## src/sv/sc2km_pkg.sv

```systemverilog
`default_nettype none

package sc2km_pkg;

    localparam int ROW_COUNT_DEF = 16;
    localparam int MAP_DEPTH_DEF = 256;
    localparam int QUEUE_DEPTH   = 2;

    localparam logic [7:0] CODE_RELEASE  = 8'hF0;
    localparam logic [7:0] CODE_EXTENDED = 8'hE0;
    localparam logic [7:0] EXT_BIT       = 8'h80;
    localparam logic [7:0] ROW_MASK      = 8'h0F;
    localparam logic [7:0] COL_MASK      = 8'h70;
    localparam logic [7:0] UNMAPPED      = 8'hFF;
    localparam logic [7:0] ROW_ALL_UP    = 8'hFF;

    typedef enum logic [1:0] {
        KIND_SCAN   = 2'd0,
        KIND_QUERY  = 2'd1,
        KIND_MAP_WR = 2'd2
    } t_kind;

    // Command from front to back.
    typedef struct packed {
        logic       is_query;
        logic [3:0] row;
        logic [2:0] col;
        logic       level;
    } t_cmd;

    function automatic logic [3:0] entry_row(input logic [7:0] e);
        entry_row = 4'(e & ROW_MASK);
    endfunction

    function automatic logic [2:0] entry_col(input logic [7:0] e);
        entry_col = 3'((e & COL_MASK) >> 4);
    endfunction

endpackage

`default_nettype wire

```

## src/sv/sc2km_ram.sv

```systemverilog
`default_nettype none

module sc2km_ram #(
    parameter int WIDTH = 8,
    parameter int DEPTH = sc2km_pkg::MAP_DEPTH_DEF
) (
    input  wire logic                     i_clk,
    input  wire logic                     i_we,
    input  wire logic [$clog2(DEPTH)-1:0] i_waddr,
    input  wire logic [WIDTH-1:0]         i_wdata,
    input  wire logic                     i_re,
    input  wire logic [$clog2(DEPTH)-1:0] i_raddr,
    output logic      [WIDTH-1:0]         o_rdata
);

    logic [WIDTH-1:0] r_mem [DEPTH];
    logic [WIDTH-1:0] r_rdata;

    always_ff @(posedge i_clk) begin
        if (i_we) begin
            r_mem[i_waddr] <= i_wdata;
        end
        if (i_re) begin
            r_rdata <= r_mem[i_raddr];
        end
    end

    assign o_rdata = r_rdata;

endmodule

`default_nettype wire

```

## src/sv/sc2km_front.sv

```systemverilog
`default_nettype none

module sc2km_front #(
    parameter int MAP_DEPTH = sc2km_pkg::MAP_DEPTH_DEF
) (
    input  wire logic             i_clk,
    input  wire logic             i_rst_n,
    input  wire logic             i_valid,
    output logic                  o_ready,
    input  wire logic [1:0]       i_kind,
    input  wire logic [7:0]       i_code,
    input  wire logic [3:0]       i_row_sel,
    input  wire logic [7:0]       i_map_entry,
    output logic                  o_push_valid,
    output sc2km_pkg::t_cmd       o_push_cmd,
    input  wire logic             i_push_ready
);

    localparam int AddrW = $clog2(MAP_DEPTH);

    logic [MAP_DEPTH-1:0] r_map_vld;
    logic                 r_ext, n_ext;
    logic [7:0]           r_prev, n_prev;
    logic                 r_s1_vld, n_s1_vld;
    logic                 r_s1_query, n_s1_query;
    logic                 r_s1_rel, n_s1_rel;
    logic [3:0]           r_s1_row, n_s1_row;
    logic                 r_rd_mapped;

    logic       accept;
    logic       is_prefix;
    logic       key_rd;
    logic       map_wr;
    logic       s1_skip;
    logic [7:0] code_x;
    logic [7:0] ram_q;
    logic [7:0] entry;

    assign is_prefix = (i_code == sc2km_pkg::CODE_RELEASE) ||
                       (i_code == sc2km_pkg::CODE_EXTENDED);
    assign code_x    = r_ext ? (i_code | sc2km_pkg::EXT_BIT) : i_code;
    assign accept    = i_valid && o_ready;
    assign key_rd    = accept && (i_kind == sc2km_pkg::KIND_SCAN) && !is_prefix;
    assign map_wr    = accept && (i_kind == sc2km_pkg::KIND_MAP_WR);

    sc2km_ram #(
        .WIDTH (8),
        .DEPTH (MAP_DEPTH)
    ) u_map (
        .i_clk   (i_clk),
        .i_we    (map_wr),
        .i_waddr (i_code[AddrW-1:0]),
        .i_wdata (i_map_entry),
        .i_re    (key_rd),
        .i_raddr (code_x[AddrW-1:0]),
        .o_rdata (ram_q)
    );

    // Prefix tracking
    always_comb begin
        n_ext  = r_ext;
        n_prev = r_prev;
        if (accept && (i_kind == sc2km_pkg::KIND_SCAN)) begin
            if (!is_prefix) begin
                n_ext  = 1'b0;
                n_prev = code_x;
            end else begin
                if (i_code == sc2km_pkg::CODE_EXTENDED) begin
                    n_ext = 1'b1;
                end
                n_prev = i_code;
            end
        end
    end

    // Lookup stage, aligned with the map read data
    always_comb begin
        n_s1_vld   = r_s1_vld;
        n_s1_query = r_s1_query;
        n_s1_rel   = r_s1_rel;
        n_s1_row   = r_s1_row;
        if (o_ready) begin
            n_s1_vld   = key_rd || (accept && (i_kind == sc2km_pkg::KIND_QUERY));
            n_s1_query = (i_kind == sc2km_pkg::KIND_QUERY);
            n_s1_rel   = (r_prev == sc2km_pkg::CODE_RELEASE);
            n_s1_row   = i_row_sel;
        end
    end

    always_ff @(posedge i_clk) begin
        if (!i_rst_n) begin
            r_ext     <= 1'b0;
            r_prev    <= '0;
            r_s1_vld  <= 1'b0;
            r_map_vld <= '0;
        end else begin
            r_ext    <= n_ext;
            r_prev   <= n_prev;
            r_s1_vld <= n_s1_vld;
            if (map_wr) begin
                r_map_vld[i_code[AddrW-1:0]] <= 1'b1;
            end
        end
    end

    always_ff @(posedge i_clk) begin
        r_s1_query <= n_s1_query;
        r_s1_rel   <= n_s1_rel;
        r_s1_row   <= n_s1_row;
        if (key_rd) begin
            r_rd_mapped <= r_map_vld[code_x[AddrW-1:0]];
        end
    end

    assign entry   = r_rd_mapped ? ram_q : sc2km_pkg::UNMAPPED;
    // unmapped press: dropped here
    assign s1_skip = !r_s1_query && !r_s1_rel && (entry == sc2km_pkg::UNMAPPED);

    assign o_ready      = !r_s1_vld || s1_skip || i_push_ready;
    assign o_push_valid = r_s1_vld && !s1_skip;

    always_comb begin
        o_push_cmd.is_query = r_s1_query;
        o_push_cmd.row      = r_s1_query ? r_s1_row : sc2km_pkg::entry_row(entry);
        o_push_cmd.col      = sc2km_pkg::entry_col(entry);
        o_push_cmd.level    = r_s1_rel;
    end

endmodule

`default_nettype wire

```

## src/sv/sc2km_queue.sv

```systemverilog
`default_nettype none

module sc2km_queue (
    input  wire logic             i_clk,
    input  wire logic             i_rst_n,
    input  wire logic             i_push_valid,
    input  wire sc2km_pkg::t_cmd  i_push_cmd,
    output logic                  o_push_ready,
    output logic                  o_pop_valid,
    output sc2km_pkg::t_cmd       o_pop_cmd,
    input  wire logic             i_pop_ready
);

    localparam int Depth = sc2km_pkg::QUEUE_DEPTH;
    localparam int PtrW  = (Depth > 1) ? $clog2(Depth) : 1;
    localparam int CntW  = $clog2(Depth + 1);

    sc2km_pkg::t_cmd r_mem [Depth];
    logic [PtrW-1:0] r_wp, n_wp;
    logic [PtrW-1:0] r_rp, n_rp;
    logic [CntW-1:0] r_cnt, n_cnt;
    logic            push;
    logic            pop;

    assign o_push_ready = (r_cnt != CntW'(Depth));
    assign o_pop_valid  = (r_cnt != '0);
    assign o_pop_cmd    = r_mem[r_rp];
    assign push         = i_push_valid && o_push_ready;
    assign pop          = o_pop_valid && i_pop_ready;

    always_comb begin
        n_wp  = r_wp;
        n_rp  = r_rp;
        n_cnt = r_cnt;
        if (push) begin
            n_wp = (r_wp == PtrW'(Depth - 1)) ? '0 : r_wp + 1'b1;
        end
        if (pop) begin
            n_rp = (r_rp == PtrW'(Depth - 1)) ? '0 : r_rp + 1'b1;
        end
        if (push && !pop) begin
            n_cnt = r_cnt + 1'b1;
        end else if (pop && !push) begin
            n_cnt = r_cnt - 1'b1;
        end
    end

    always_ff @(posedge i_clk) begin
        if (!i_rst_n) begin
            r_wp  <= '0;
            r_rp  <= '0;
            r_cnt <= '0;
        end else begin
            r_wp  <= n_wp;
            r_rp  <= n_rp;
            r_cnt <= n_cnt;
        end
    end

    always_ff @(posedge i_clk) begin
        if (push) begin
            r_mem[r_wp] <= i_push_cmd;
        end
    end

endmodule

`default_nettype wire

```

## src/sv/sc2km_back.sv

```systemverilog
`default_nettype none

module sc2km_back #(
    parameter int ROW_COUNT = sc2km_pkg::ROW_COUNT_DEF
) (
    input  wire logic             i_clk,
    input  wire logic             i_rst_n,
    input  wire logic             i_pop_valid,
    input  wire sc2km_pkg::t_cmd  i_pop_cmd,
    output logic                  o_pop_ready,
    output logic                  o_valid,
    output logic [7:0]            o_row_bits,
    input  wire logic             i_ready
);

    logic [7:0] r_rows [ROW_COUNT];
    logic       r_out_vld;
    logic [7:0] r_out_bits;
    logic       fire;
    logic [7:0] sel_bits;

    assign o_pop_ready = !i_pop_cmd.is_query || !r_out_vld || i_ready;
    assign fire        = i_pop_valid && o_pop_ready;

    // rows beyond the matrix read as all up
    always_comb begin
        sel_bits = sc2km_pkg::ROW_ALL_UP;
        for (int r = 0; r < ROW_COUNT; r++) begin
            if (i_pop_cmd.row == 4'(r)) begin
                sel_bits = r_rows[r];
            end
        end
    end

    always_ff @(posedge i_clk) begin
        if (!i_rst_n) begin
            for (int r = 0; r < ROW_COUNT; r++) begin
                r_rows[r] <= sc2km_pkg::ROW_ALL_UP;
            end
            r_out_vld <= 1'b0;
        end else begin
            for (int r = 0; r < ROW_COUNT; r++) begin
                if (fire && !i_pop_cmd.is_query && (i_pop_cmd.row == 4'(r))) begin
                    r_rows[r][i_pop_cmd.col] <= i_pop_cmd.level;
                end
            end
            if (fire && i_pop_cmd.is_query) begin
                r_out_vld <= 1'b1;
            end else if (i_ready) begin
                r_out_vld <= 1'b0;
            end
        end
    end

    always_ff @(posedge i_clk) begin
        if (fire && i_pop_cmd.is_query) begin
            r_out_bits <= sel_bits;
        end
    end

    assign o_valid    = r_out_vld;
    assign o_row_bits = r_out_bits;

endmodule

`default_nettype wire

```

## src/sv/scancode_to_key_matrix_unit.sv

```systemverilog
// Throughput: one transaction per cycle of any kind while o_ready is high.
// Path: a row query result passes the lookup stage, the command queue and the output
// register in that order, and is delayed further while the output stalls.
// Scancode and map-write transactions give no result.
// Reset: synchronous, active low; clears prefix state, map valid bits (whole map
// reads unmapped) and sets the key matrix to all ones; no clearing pass.
`default_nettype none

module scancode_to_key_matrix_unit #(
    parameter int ROW_COUNT = sc2km_pkg::ROW_COUNT_DEF,
    parameter int MAP_DEPTH = sc2km_pkg::MAP_DEPTH_DEF
) (
    input  wire logic       i_clk,
    input  wire logic       i_rst_n,
    input  wire logic       i_valid,
    output logic            o_ready,
    input  wire logic [1:0] i_kind,
    input  wire logic [7:0] i_code,
    input  wire logic [3:0] i_row_sel,
    input  wire logic [7:0] i_map_entry,
    output logic            o_valid,
    input  wire logic       i_ready,
    output logic [7:0]      o_row_bits
);

    logic            push_valid;
    logic            push_ready;
    sc2km_pkg::t_cmd push_cmd;
    logic            pop_valid;
    logic            pop_ready;
    sc2km_pkg::t_cmd pop_cmd;

    sc2km_front #(
        .MAP_DEPTH (MAP_DEPTH)
    ) u_front (
        .i_clk        (i_clk),
        .i_rst_n      (i_rst_n),
        .i_valid      (i_valid),
        .o_ready      (o_ready),
        .i_kind       (i_kind),
        .i_code       (i_code),
        .i_row_sel    (i_row_sel),
        .i_map_entry  (i_map_entry),
        .o_push_valid (push_valid),
        .o_push_cmd   (push_cmd),
        .i_push_ready (push_ready)
    );

    sc2km_queue u_queue (
        .i_clk        (i_clk),
        .i_rst_n      (i_rst_n),
        .i_push_valid (push_valid),
        .i_push_cmd   (push_cmd),
        .o_push_ready (push_ready),
        .o_pop_valid  (pop_valid),
        .o_pop_cmd    (pop_cmd),
        .i_pop_ready  (pop_ready)
    );

    sc2km_back #(
        .ROW_COUNT (ROW_COUNT)
    ) u_back (
        .i_clk       (i_clk),
        .i_rst_n     (i_rst_n),
        .i_pop_valid (pop_valid),
        .i_pop_cmd   (pop_cmd),
        .o_pop_ready (pop_ready),
        .o_valid     (o_valid),
        .o_row_bits  (o_row_bits),
        .i_ready     (i_ready)
    );

endmodule

`default_nettype wire

```

## config.mk

```make
export PLATFORM = sky130hd
export DESIGN_NAME = scancode_to_key_matrix_unit
export DESIGN_NICKNAME = d
export VERILOG_FILES = /design/src/sv/sc2km_pkg.sv /design/src/sv/sc2km_ram.sv /design/src/sv/sc2km_front.sv /design/src/sv/sc2km_queue.sv /design/src/sv/sc2km_back.sv /design/src/sv/scancode_to_key_matrix_unit.sv
export SDC_FILE = /design/constraint.sdc
export NUM_CORES = 2
export LEC_CHECK = 0
export BUFFER_PORTS_ARGS = -buffer_cell sky130_fd_sc_hd__buf_2
export CAP_MARGIN = 10
export CORE_MARGIN = 5
export CORE_UTILIZATION = 45
export DETAILED_ROUTE_END_ITERATION = 10
export PLACE_DENSITY = 0.67
export REMOVE_ABC_BUFFERS = 1
export SYNTH_ARGS = -nofsm -noshare
export SYNTH_HDL_FRONTEND = slang
export SYNTH_SLANG_ARGS = --single-unit
```

## constraint.sdc

```tcl
create_clock -name i_clk -period 5.15 [get_ports i_clk]
set_input_delay 1.545 -clock i_clk [delete_from_list [all_inputs] [get_ports i_clk]]
set_output_delay 1.545 -clock i_clk [all_outputs]
set_load 0.02 [all_outputs]
```

==> impl_metrics.ini <==
[synthesis]
synth_edf_count = 2217
syn-instance-count = 5044
synth-seq-area-share_pct = 75.1
avgSynthCellArea_um2 = 19.0
synthSimpleGateAreaFrac_pct = 2.81
ys_async_sr_fraction_pct = 0
synth_cell_type_count = 67
synth_ff_type = edfxtp_1
synth-compound-area-share_pct = 6.96
yosys.area_share.xor_xnor_pct = 0.0365
synthAdderAreaFrac_pct = 0.0130
ys_warn_count = 0
ys_top_cells_by_area = edfxtp_1 69%, mux4_2 14%, dfxtp_1 5.7%, a22oi_1 2.3%, o21a_1 2.0%
synthMuxAreaShare_pct = 13.6
ys_ff_latch = 2489
synth_area_um2 = 95900
synth_top_family_by_area = multiplexers
synth_top_area_share_pct = 69.4
yosysTopAreaCell = edfxtp_1

[setup_path]
crit_type = in2reg
crit_buf_inv = 2
slowest_stage = nor4_1
arrival_ns = 5.00
end_kind = flip-flop
crit_chain = buf_8, buf_12, mux4_2, a22oi_1, a21oi_1, nor4_1, o22ai_1, or2_1
worstPathRequired_ns = 5.75
timing.rr.end = u_front.u_map.r_mem[176][4]
critPathLaunchType = input pin
r2r_slack_ns = 1.26
cp_top_family = compound AO/OA/AOI/OAI gates
r2r_start = u_front.u_map.o_rdata[3]
critPathLaunch = i_code[0]
crit_fanout = 47
ff2ff_path_depth = 7
slowest_delay_ns = 0.65

[die]
start_util_pct = 45.2
core_um2 = 212000
top_level_ports = 36
row_count = 169
chipHeight_um = 472
dieArea_um2 = 223000
die_w_um = 472

[drt]
totalWireLength_um = 243000
drcViolationCount = 0
via_per_inst = 6.12
first_pass_iters = 8
vias = 51989
wl_per_cell_um = 28.7
antenna_left = 0
first_iter_violations = 6418

[final_layout]
area_delta_synth_final_pct = 15.1
fin_util_pct = 52.1
ff_latch_area_um2 = 72000
layout.nets = 5483
drive_gt1_share_pct = 26.2
layout_common_cells = 2217 x edfxtp_1, 576 x mux4_2, 426 x buf_4
multiInputGateArea_um2 = 22500
fin_area_um2 = 110000
nFillCells = 16437
layout_commonest_cell = edfxtp_1

[sta]
period_share_pct = 85.4
min_period_ns = 4.40
final_max_slew_viol_count = 0
fin_setup_tns_ns = 0
fmax_mhz = 227
slew_headroom_pct = 14.8
worst_pin_slew_ns = 1.28
grt_setup_unrepaired = false
clock_skew_ns = 0.0382
timing.hold.ws_ns = 0.460
setup_violations = 0
finalHoldViolCount = 0

[placement]
port-buffer-count = 35
gp_congestion = 0.878
placed_cell_area_um2 = 103000
dp_hpwl_um = 151000

[hold_path]
hold_path_class = reg2reg
worstHoldStart = u_front.r_prev[2]
holdPathEnd = u_front.r_prev[2]
hold_depth = 2

[grt]
grt_pass1_wl_um = 357000
antenna_found_initial = 8
grt_max_degree = 174
grtUsageTotal_pct = 21.6
grt_overflow = 0
grt_pass1_vias = 51662

[power_and_ir_drop]
power.density_nw_per_um2 = 382
power_mw = 42.2
peakVddDrop_mv = 0.322
leakagePower_nw = 34.7

[clocking]
postCtsHoldBufs = 0
cts_resized = 0
ctsHtreeMaxLevel = 4
clock_path_buffers = 3
clock_latency_ns = 0.86
cts_tree = done
cts_setup_buffers = 0
numCtsBuffers = 233
cts_sinks = 2489
cts_root_buf = clkbuf_16
clkTransAtPathRegs_ns = 0.06

[run]
drv_cap = 0

[run_status]
status = finished, final reports clean
## worst max path at each step
stage	to	slack, ns	cells after the start
global route	u_front.u_map.o_rdata[2]	0.69	9
finish	u_front.u_map.o_rdata[0]	0.75	8
floorplan	u_front.u_map.r_mem[117][0]	-4.07	3
detailed placement	u_front.u_map.o_rdata[2]	-0.02	9
global placement	u_front.u_map.o_rdata[2]	-0.03	9
CTS	o_ready	0.78	4
## state kept, by name (all words and copies together) (netlist names), named ones only
name,cells
u_front.r_s1_vld,1
u_queue.r_wp,1
u_front.r_s1_row,4
u_front.r_map_vld,256
u_back.o_valid,1
u_back.r_rows,128
u_front.r_s1_query,1
u_front.u_map.r_mem,2048
u_queue.r_rp,1
u_queue.r_cnt,2
u_front.u_map.o_rdata,8
u_front.r_ext,1
u_front.r_s1_rel,1
u_front.r_rd_mapped,1
u_queue.r_mem,18
u_front.r_prev,8
u_back.o_row_bits,8
## layout make-up
cell class,instances,share of cell area (%)
diodes,2,0.00453
clock buffers,328,5.97
multi-input cells,2209,20.4
inverters,13,0.0442
clock inverters,119,1.14
repair buffers,510,4.04
well taps,2821,3.20
flip-flops and latches,2489,65.2
## through the flow
step                instances  setup slack (ns)
floorplan                4711             -4.07
global placement         8042           -0.0339
detailed placement       8042           -0.0246
CTS                      8489             0.775
global route             8491             0.695
finish                   8491             0.754
## where the power goes
group	switching [mW]	internal, mW
Combinational	1.72	0.861
Sequential	0.0631	22.1
Clock	7.48	10.0
Total	9.27	32.9
## cells by family after synthesis
group           count (synthesis)
fa+ha+maj                       1
flops                        2489
buf+inv                       346
xor+xnor                        4
mux                           581
simple gates                  615
compound gates               1008
## worst reg2reg max path, stage by stage (launching register included)
cell and delay [ns]:
edfxtp_1 0.47, nand4_1 0.13, o21ai_0 0.39, a211o_2 0.57, buf_4 0.41, nand3_1 0.67, nor2_1 0.71, buf_4 0.26
## per-layer routing
layer	vias up	global-route usage (%)	share of wire, %
met5	-	0	0
met4	0	6.14	2.8
met3	436	4.46	8.9
met2	2603	34.8	49
met1	27380	30.2	40
li1	21570	-	-
## synth_stat cells (all sizes together) (6+ instances only)
master  instances
edfxtp       2217
mux4          576
nor2          305
a22oi         298
dfxtp         272
o21a          257
clkbuf        207
a21oi         202
o21ai         154
nand2         149
buf           126
o22ai          42
nor4           40
nand3          38
nand2b         15
inv            12
nor3           12
or2            12
nor2b          10
a21o            7
nor3b           6
No activity file was read; power rests on OpenSTA's default activity.
